--- src/hdl/fppu_pkg.sv ---
`default_nettype none
package fppu_pkg;

  localparam int DEF_MAX_PARTITIONS = 64;
  localparam int DEF_SIZE_BITS      = 16;

  localparam int OPC_W    = 3;
  localparam int PIDX_W   = 6;
  localparam int AMOUNT_W = 16;
  localparam int ACTIVE_W = 7;
  localparam int OIDX_W   = 6;

  localparam logic [ACTIVE_W-1:0] ACTIVE_RESET = 7'd64;

  localparam logic [OPC_W-1:0] OP_LOAD  = 3'd0;
  localparam logic [OPC_W-1:0] OP_FIRST = 3'd1;
  localparam logic [OPC_W-1:0] OP_BEST  = 3'd2;
  localparam logic [OPC_W-1:0] OP_WORST = 3'd3;
  localparam logic [OPC_W-1:0] OP_NEXT  = 3'd4;

  typedef enum logic [2:0] {
    ST_CLEAR,
    ST_IDLE,
    ST_SCAN,
    ST_WAIT,
    ST_COMMIT
  } state_t;

endpackage
`default_nettype wire

--- src/hdl/fixed_partition_placement_unit.sv ---
`default_nettype none
// fixed partition placement unit: keeps a table of partitions (size plus taken
// mark) in one synchronous memory. A load transaction writes a size and frees
// the entry; an allocate transaction (first, best, worst or next fit) scans the
// active entries through the memory read port, one entry per cycle, then writes
// the chosen entry back as taken. Every transaction gives exactly one result,
// shown for one cycle with out_strobe; the receiver cannot stall, so results
// must be captured when the strobe is high. A new transaction is taken while
// busy is low. An allocate scans entries s to n - 1, where n is
// min(active_partitions, MAX_PARTITIONS) and s is 0, or the position after the
// last allocation for next fit. An allocate with nothing to scan answers at
// once. After reset the block runs a clearing pass over the taken marks with
// busy high; configuration writes are taken throughout.
module fixed_partition_placement_unit
  import fppu_pkg::*;
#(
  parameter int MAX_PARTITIONS = DEF_MAX_PARTITIONS,
  parameter int SIZE_BITS      = DEF_SIZE_BITS
) (
  input  wire logic                clk,
  input  wire logic                rst_n,
  input  wire logic                start,
  output logic                     busy,
  input  wire logic [OPC_W-1:0]    in_opcode,
  input  wire logic [PIDX_W-1:0]   in_part_index,
  input  wire logic [AMOUNT_W-1:0] in_amount,
  output logic                     out_strobe,
  output logic                     out_granted,
  output logic [OIDX_W-1:0]        out_granted_index,
  input  wire logic                cfg_wr_en,
  input  wire logic [ACTIVE_W-1:0] cfg_wr_data
);

  // entry index width and width of a count that can hold MAX_PARTITIONS
  localparam int IDX_W  = (MAX_PARTITIONS > 1) ? $clog2(MAX_PARTITIONS) : 1;
  localparam int CNT_W  = $clog2(MAX_PARTITIONS + 1);
  localparam int CMP_W  = (CNT_W > ACTIVE_W) ? CNT_W : ACTIVE_W;
  localparam int WORD_W = SIZE_BITS + 1;

  // partition table: {taken, size}
  logic [WORD_W-1:0] mem [MAX_PARTITIONS];
  logic [WORD_W-1:0] mem_q_r;
  logic              wr_en;
  logic [IDX_W-1:0]  wr_addr;
  logic [WORD_W-1:0] wr_data;

  state_t state_r, state_nxt;

  logic [IDX_W-1:0]     addr_r, addr_nxt;      // scan / clear address
  logic [IDX_W-1:0]     last_r, last_nxt;      // last entry of the scan
  logic                 rd_vld_r, rd_vld_nxt;  // mem_q_r holds a scanned entry
  logic [IDX_W-1:0]     rd_idx_r;
  logic                 found_r, found_nxt;
  logic [IDX_W-1:0]     best_idx_r, best_idx_nxt;
  logic [SIZE_BITS-1:0] best_size_r, best_size_nxt;
  logic [OPC_W-1:0]     mode_r, mode_nxt;
  logic [SIZE_BITS-1:0] req_r, req_nxt;
  logic [CNT_W-1:0]     next_start_r, next_start_nxt;
  logic [ACTIVE_W-1:0]  active_r;

  logic                 out_strobe_r, out_strobe_nxt;
  logic                 out_granted_r, out_granted_nxt;
  logic [OIDX_W-1:0]    out_index_r, out_index_nxt;

  // scan bounds
  logic [CMP_W-1:0]     active_ext;
  logic [CNT_W-1:0]     scan_n;
  logic [CNT_W-1:0]     scan_start;
  logic                 load_ok;
  logic                 accept;

  // evaluation of the entry read last cycle
  logic                 q_taken;
  logic [SIZE_BITS-1:0] q_size;
  logic                 q_fit;
  logic                 q_take;

  assign accept = start && (state_r == ST_IDLE);
  assign busy   = (state_r != ST_IDLE);

  assign active_ext = CMP_W'(active_r);
  assign scan_n     = (active_ext > CMP_W'(MAX_PARTITIONS)) ? CNT_W'(MAX_PARTITIONS)
                                                            : CNT_W'(active_ext);
  assign scan_start = (in_opcode == OP_NEXT) ? next_start_r : '0;
  assign load_ok    = CMP_W'(in_part_index) < CMP_W'(MAX_PARTITIONS);

  assign q_taken = mem_q_r[SIZE_BITS];
  assign q_size  = mem_q_r[SIZE_BITS-1:0];
  assign q_fit   = !q_taken && (q_size >= req_r);
  // first and next fit keep the earliest hit; best / worst replace on strict
  // improvement only, so ties stay at the lowest index
  assign q_take  = rd_vld_r && q_fit &&
                   (!found_r ||
                    ((mode_r == OP_BEST)  && (q_size < best_size_r)) ||
                    ((mode_r == OP_WORST) && (q_size > best_size_r)));

  // memory: one write port, one registered read port
  always_ff @(posedge clk) begin
    if (wr_en) begin
      mem[wr_addr] <= wr_data;
    end
    mem_q_r <= mem[addr_r];
  end

  // config register
  always_ff @(posedge clk) begin
    if (!rst_n) begin
      active_r <= ACTIVE_RESET;
    end else if (cfg_wr_en) begin
      active_r <= cfg_wr_data;
    end
  end

  always_ff @(posedge clk) begin
    if (!rst_n) begin
      state_r      <= ST_CLEAR;
      addr_r       <= '0;
      rd_vld_r     <= 1'b0;
      found_r      <= 1'b0;
      next_start_r <= '0;
      out_strobe_r <= 1'b0;
    end else begin
      state_r      <= state_nxt;
      addr_r       <= addr_nxt;
      rd_vld_r     <= rd_vld_nxt;
      found_r      <= found_nxt;
      next_start_r <= next_start_nxt;
      out_strobe_r <= out_strobe_nxt;
    end
  end

  // payload registers
  always_ff @(posedge clk) begin
    last_r        <= last_nxt;
    rd_idx_r      <= addr_r;
    best_idx_r    <= best_idx_nxt;
    best_size_r   <= best_size_nxt;
    mode_r        <= mode_nxt;
    req_r         <= req_nxt;
    out_granted_r <= out_granted_nxt;
    out_index_r   <= out_index_nxt;
  end

  always_comb begin
    state_nxt       = state_r;
    addr_nxt        = addr_r;
    last_nxt        = last_r;
    rd_vld_nxt      = 1'b0;
    found_nxt       = found_r;
    best_idx_nxt    = best_idx_r;
    best_size_nxt   = best_size_r;
    mode_nxt        = mode_r;
    req_nxt         = req_r;
    next_start_nxt  = next_start_r;
    out_strobe_nxt  = 1'b0;
    out_granted_nxt = 1'b0;
    out_index_nxt   = '0;
    wr_en           = 1'b0;
    wr_addr         = addr_r;
    wr_data         = '0;

    // running pick from the entry that came back from memory
    if (q_take) begin
      found_nxt     = 1'b1;
      best_idx_nxt  = rd_idx_r;
      best_size_nxt = q_size;
    end

    case (state_r)
      ST_CLEAR: begin
        // free every entry once after reset
        wr_en = 1'b1;
        if (addr_r == IDX_W'(MAX_PARTITIONS - 1)) begin
          addr_nxt  = '0;
          state_nxt = ST_IDLE;
        end else begin
          addr_nxt = addr_r + 1'b1;
        end
      end
      ST_IDLE: begin
        if (accept) begin
          case (in_opcode)
            OP_LOAD: begin
              out_strobe_nxt = 1'b1;
              if (load_ok) begin
                wr_en           = 1'b1;
                wr_addr         = IDX_W'(in_part_index);
                wr_data         = {1'b0, SIZE_BITS'(in_amount)};
                out_granted_nxt = 1'b1;
                out_index_nxt   = in_part_index;
              end
            end
            OP_FIRST, OP_BEST, OP_WORST, OP_NEXT: begin
              mode_nxt  = in_opcode;
              req_nxt   = SIZE_BITS'(in_amount);
              found_nxt = 1'b0;
              if (scan_start < scan_n) begin
                addr_nxt  = IDX_W'(scan_start);
                last_nxt  = IDX_W'(scan_n - 1'b1);
                state_nxt = ST_SCAN;
              end else begin
                out_strobe_nxt = 1'b1;
              end
            end
            default: begin
              out_strobe_nxt = 1'b1;
            end
          endcase
        end
      end
      ST_SCAN: begin
        // read at addr_r is issued this cycle
        rd_vld_nxt = 1'b1;
        if (addr_r == last_r) begin
          state_nxt = ST_WAIT;
        end else begin
          addr_nxt = addr_r + 1'b1;
        end
      end
      ST_WAIT: begin
        // last entry is evaluated here
        state_nxt = ST_COMMIT;
      end
      ST_COMMIT: begin
        out_strobe_nxt = 1'b1;
        state_nxt      = ST_IDLE;
        if (found_r) begin
          wr_en           = 1'b1;
          wr_addr         = best_idx_r;
          wr_data         = {1'b1, best_size_r};
          next_start_nxt  = CNT_W'(best_idx_r) + 1'b1;
          out_granted_nxt = 1'b1;
          out_index_nxt   = OIDX_W'(best_idx_r);
        end
      end
      default: begin
        state_nxt = ST_IDLE;
      end
    endcase
  end

  assign out_strobe        = out_strobe_r;
  assign out_granted       = out_granted_r;
  assign out_granted_index = out_index_r;

endmodule
`default_nettype wire

--- config.mk ---
export PLATFORM = sky130hd
export DESIGN_NAME = fixed_partition_placement_unit
export DESIGN_NICKNAME = d
export VERILOG_FILES = /design/src/hdl/fppu_pkg.sv /design/src/hdl/fixed_partition_placement_unit.sv
export SDC_FILE = /design/constraint.sdc
export NUM_CORES = 1
export LEC_CHECK = 0
export BUFFER_PORTS_ARGS = -buffer_cell sky130_fd_sc_hd__clkbuf_2
export CORE_MARGIN = 10
export CORE_UTILIZATION = 57
export CTS_BUF_LIST = sky130_fd_sc_hd__clkbuf_8
export CTS_CLUSTER_SIZE = 20
export DETAILED_ROUTE_END_ITERATION = 10
export PLACE_DENSITY = 0.85
export SETUP_SLACK_MARGIN = 0.15
export SLEW_MARGIN = 20
export SYNTH_ARGS = -nofsm -noshare
export SYNTH_HDL_FRONTEND = slang
export SYNTH_SLANG_ARGS = --single-unit
--- constraint.sdc ---
create_clock -name clk -period 8.5 [get_ports clk]
set_input_delay 0.85 -clock clk [delete_from_list [all_inputs] [get_ports clk]]
set_output_delay 0.85 -clock clk [all_outputs]
set_load 0.1 [all_outputs]
# == Word level (Yosys, flattened, before mapping) ==
# Memories as Yosys holds them, arrays and structs flattened. A register that Yosys moved wholly into a read port is not among the register bits.
# Cells that the tools add are included.
# word_totals
ff_bits,86
latch_bits,0
mem_bits_rw,1088
romBits,0
in_bits,36
output_inout_bits,9
wordCells,104
n_memories,1
# classes
n_addsub,3
multipliers,0
div,0
order_cmp,5
eq_ne,19
shifts,0
muxes,42
bitwise_logic,0
n_reduce_logical,19
# mem_list
memory,words,width,rd,rd_ports_with_merged_regs,write_ports,line_no,text
mem,64,17,1,1,1,fixed_partition_placement_unit.sv:41,logic [WORD_W-1:0] mem [MAX_PARTITIONS];
# op_table
op,count
$mux 6,11
$pmux 17 s2,1
$mux 16,2
$pmux 6 s2,2
$eq 3x2->1 const B,6
$pmux 6 s3,1
$mux 17,1
$ge 16x16->1,1
$gt 16x16->1,1
$lt 16x16->1,1
$mux 3,5
$mux 7,2
$mux 1,13
$pmux 3 s4,1
$reduce_and 5->1,2
$ne 2x2->1 const B,4
$add 6x1->7 const B,1
$gt 7x7->1 const B,1
$lt 7x7->1,1
$add 6x1->6 const B,1
$eq 3x1->1 const B,2
$eq 3x3->1 const B,2
$eq 6x6->1,1
$eq 6x6->1 const B,1
14 further kinds,24

# == Logic depth before layout (Yosys ltp) ==
# logic_depth
ltp_word,9
depth_mapped,11
mapped_depth_nobuf,9

# == Worst setup path after synthesis ==
# OpenSTA, ideal clock, no wires.
# synth_timing
path_kind,flip-flop to flip-flop
start,register state_r[1]
end,memory mem[0][11] (netlist bit) (data pin)
setup_time_ns,0.366
arrival_time_ns,3.145
required_time_ns,8.134
path_slack_ns,4.989
path_stages_with_launch,6
n_path_buf,3
path_cell_list,dfxtp_1 > buf_2 > nor4bb_1 > buf_2 > buf_1 > a22o_1
# synth_via
elab_chain_cells,4
# synth_lines
element,line_no,text
start: declaration,fixed_partition_placement_unit.sv:47,"state_t state_r, state_nxt;"
start signal: assignment,fixed_partition_placement_unit.sv:123,state_r <= state_nxt;
$eq 3x1->1,"fixed_partition_placement_unit.sv:78, fixed_partition_placement_unit.sv:169",
$logic_and 1x1->1,fixed_partition_placement_unit.sv:78,assign accept = start && (state_r == ST_IDLE);
$mux 16,fixed_partition_placement_unit.sv:181,if (accept) begin
$pmux 17 s2 *,fixed_partition_placement_unit.sv:169,case (state_r)
net wr_data[11],fixed_partition_placement_unit.sv:45,logic [WORD_W-1:0] wr_data;
end: declaration,fixed_partition_placement_unit.sv:41,
# The timed path passes the listed nets; every way through them passes the cells marked *.

==> metrics <==
Comb pwr share about 4.3%; gr ovfl total 0; Sw Pwr between 2 and 3 mW; # resized after CTS 0; Iter 0 DRT Violations 4,201; Unique masters post-synth 64; hold path start cfg_wr_data[6]; Final Max Tran Viols 0; Cells after DPL roughly 3,300; post-synth top area share between 70% and 80%; sequential-to-total area share from yosys stat about 76%; Reg clk slew, reported paths 70 ps; Async S/R FF share, synth 0%; max_cap viols 0; Reg-to-Reg Start addr_r[0]; Slew HR between 20% and 30%; critical path startpoint addr_r[0]; Clk pwr share a little under 40%; area grow syn2layout 10.9%; # DRC 0; Peak Freq 236 MHz; vias in the first global route ~25,000; Post-Syn Area ~46,000 um^2; H-tree depth 4; number of vias in the routed layout 24,566; worst vdd ir 0.121 mV; num rows 104; crit path launch type flip-flop; antenna-violating nets left 0; first-pass GRT wire length between 150,000 and 200,000 um; Synth area leaders edfxtp_1, mux4_2, dfxtp_1, ha_1, nor2_1; TritonCTS clock tree done; CP arrival around 5000 ps; Sink Count roughly 1,200; Setup Fix Bufs, Post-CTS 0; hpwl dp 65,600 um; I/O pin cnt 45; main flop type after synthesis edfxtp_1; Hold Fails Final Rpt 0; clock skew around 58 ps; Root Buffer clkbuf_8; CP required ~9200 ps; setup violators final 0; Mapped Avg Cell Area roughly 21 um^2; Setup CP Type flip-flop to flip-flop; hold buffers post-CTS 0; final WL about 110,000 um; GRT Total Usage between 20 and 25%; nets@finish roughly 2,500; Synth Warn # 0; via/cell ratio between 6 and 7; outcome finished, final reports clean; min cycle time layout around 4200 ps; fin crit share ~50%; pin count of the biggest net entering global routing between 100 and 150; most common cell in the synthesized netlist edfxtp_1; sequential power share 56.9%; Cell Int Power approximately 9 mW; layout cells sized above 1 a little over a quarter; switching share of power about 22%; die height between 300 and 400 um; initial antenna violation count 5; setup TNS 0 ps; commonest cells in the netlist edfxtp_1, mux4_2, nor2_1, nand2_1, dfxtp_1; worst skew pair latency ~850 ps; CTS max path bufs 3; die width roughly 300 um; Syn Nets between 2,000 and 2,500; RSZ-0062 raised after global routing no; Critical Path End Type flip-flop; TritonCTS Buffers between 150 and 200; Finished Layout Cells roughly 3,600; Cell Pwr Density between 200 and 250 nW/um^2; post-synthesis register bit count approximately 1,200; initial core utilization about 58%; Hold Path Class input port to flip-flop; worst slew pin tran between 1000 and 1500 ps; Crit Path Max Fanout 46; EDFF count, synth 1,135; Routed wire per std cell 31.0 um; I/O Buffers 44; die area roughly 93,000 um^2; Mapped Cells roughly 2,200; placer's final routability congestion estimate roughly 0.87; First-pass DRT Iterations 7; leakage power about 19 nW; core box area slightly above 80,000 um^2; Yosys top cell by area edfxtp_1
[power by group through the flow]
| stage | logic [mW] | clock network (mW) | registers, mW |
|---|---|---|---|
| after floorplan | 0.369 | 0 | 6.52 |
| after global placement | 0.455 | 0 | 6.57 |
| after detailed placement | 0.474 | 0 | 6.57 |
| after CTS | 0.479 | 4.46 | 6.45 |
| after global routing | 0.514 | 4.71 | 6.45 |
| final | 0.483 | 4.41 | 6.45 |
[layout make-up]
type / count / area, um^2
flip-flops and latches: 1191 / 35200
fillers: 4819 / 29100
multi-input cells: 897 / 10400
clock buffers: 187 / 2570
well taps: 1060 / 1330
repair buffers: 146 / 998
clock inverters: 121 / 729
inverters: 45 / 169
diodes: 2 / 5.00
[per-stage QoR]
| step | total power [mW] | utilization (%) | setup WS, ps | area, um^2 | hold slack (ps) |
|---|---|---|---|---|---|
| after detailed placement | 7.04 | 59.7 | 4250 | 48100 | 390 |
| final | 11.3 | 63.8 | 4270 | 51400 | 223 |
| after CTS | 11.4 | 63.8 | 4230 | 51400 | 176 |
| after floorplan | 6.89 | - | 4990 | 46400 | 326 |
| after global placement | 7.02 | 59.7 | 4390 | 48100 | 387 |
| after global routing | 11.7 | 63.8 | 3980 | 51400 | 210 |
[cell families (layout without fill, tap and decap cells)]
kind of cell | after synthesis | after routing | share of synthesized area, %
compound gates | 260 | 260 | 4.00
xor+xnor | 15 | 15 | 0.283
fa+ha+maj | 41 | 41 | 1.11
buf+inv | 160 | 499 | 1.79
flops | 1191 | 1191 | 75.9
mux | 306 | 306 | 14.1
other cells | 0 | 2 | 0
simple gates | 275 | 275 | 2.76
[critical path: stages (launching register included)]
cell,delay (ps)
dfxtp_4,950
buf_4,680
buf_4,760
mux4_2,630
a22o_1,270
a221o_1,350
a221o_1,320
[flip-flops by register name, summed over array words and instances, names as in the netlist, 7 cells and up]
| name | flops |
|---|---|
| mem | 1088 |
| next_start_r | 7 |
| mem_q_r | 17 |
| best_size_r | 16 |
| req_r | 16 |
| active_ext | 7 |
[path summary, 6_finish.rpt]
path | cells past startpoint | slack, ps | to
min reg2reg | 0 | 410 | best_idx_r[3]
min | 3 | 220 | active_ext[6]
max | 6 | 4270 | mem_q_r[12]
max reg2reg | 6 | 4270 | mem_q_r[12]
[per-layer routing]
layer,up-vias,track usage (%),part of all wire (%)
li1,9774,-,-
met1,12320,32.5,34
met2,2100,36.8,47
met3,362,6.31,14
met4,10,12.0,5.2
met5,-,0,0.11
[layout by cell type, fill, tap and decap left out, types with 16 or more instances in the layout]
cell type,synthesis,routed
a21oi_1,51,51
a22oi_1,45,45
clkbuf_8,0,187
inv_1,44,85
a221o_1,20,20
mux4_2,278,278
mux2i_1,21,21
o21ai_0,23,23
nor2_1,107,105
clkinv_2,0,21
dfxtp_1,56,51
edfxtp_1,1135,1135
nand2_1,59,59
a22o_2,0,16
ha_1,41,41
buf_4,15,101
clkinv_1,1,43
nor2b_1,20,18
clkbuf_2,0,44
nand3_1,30,30
Note: power is estimated with default switching activity, not from simulation.
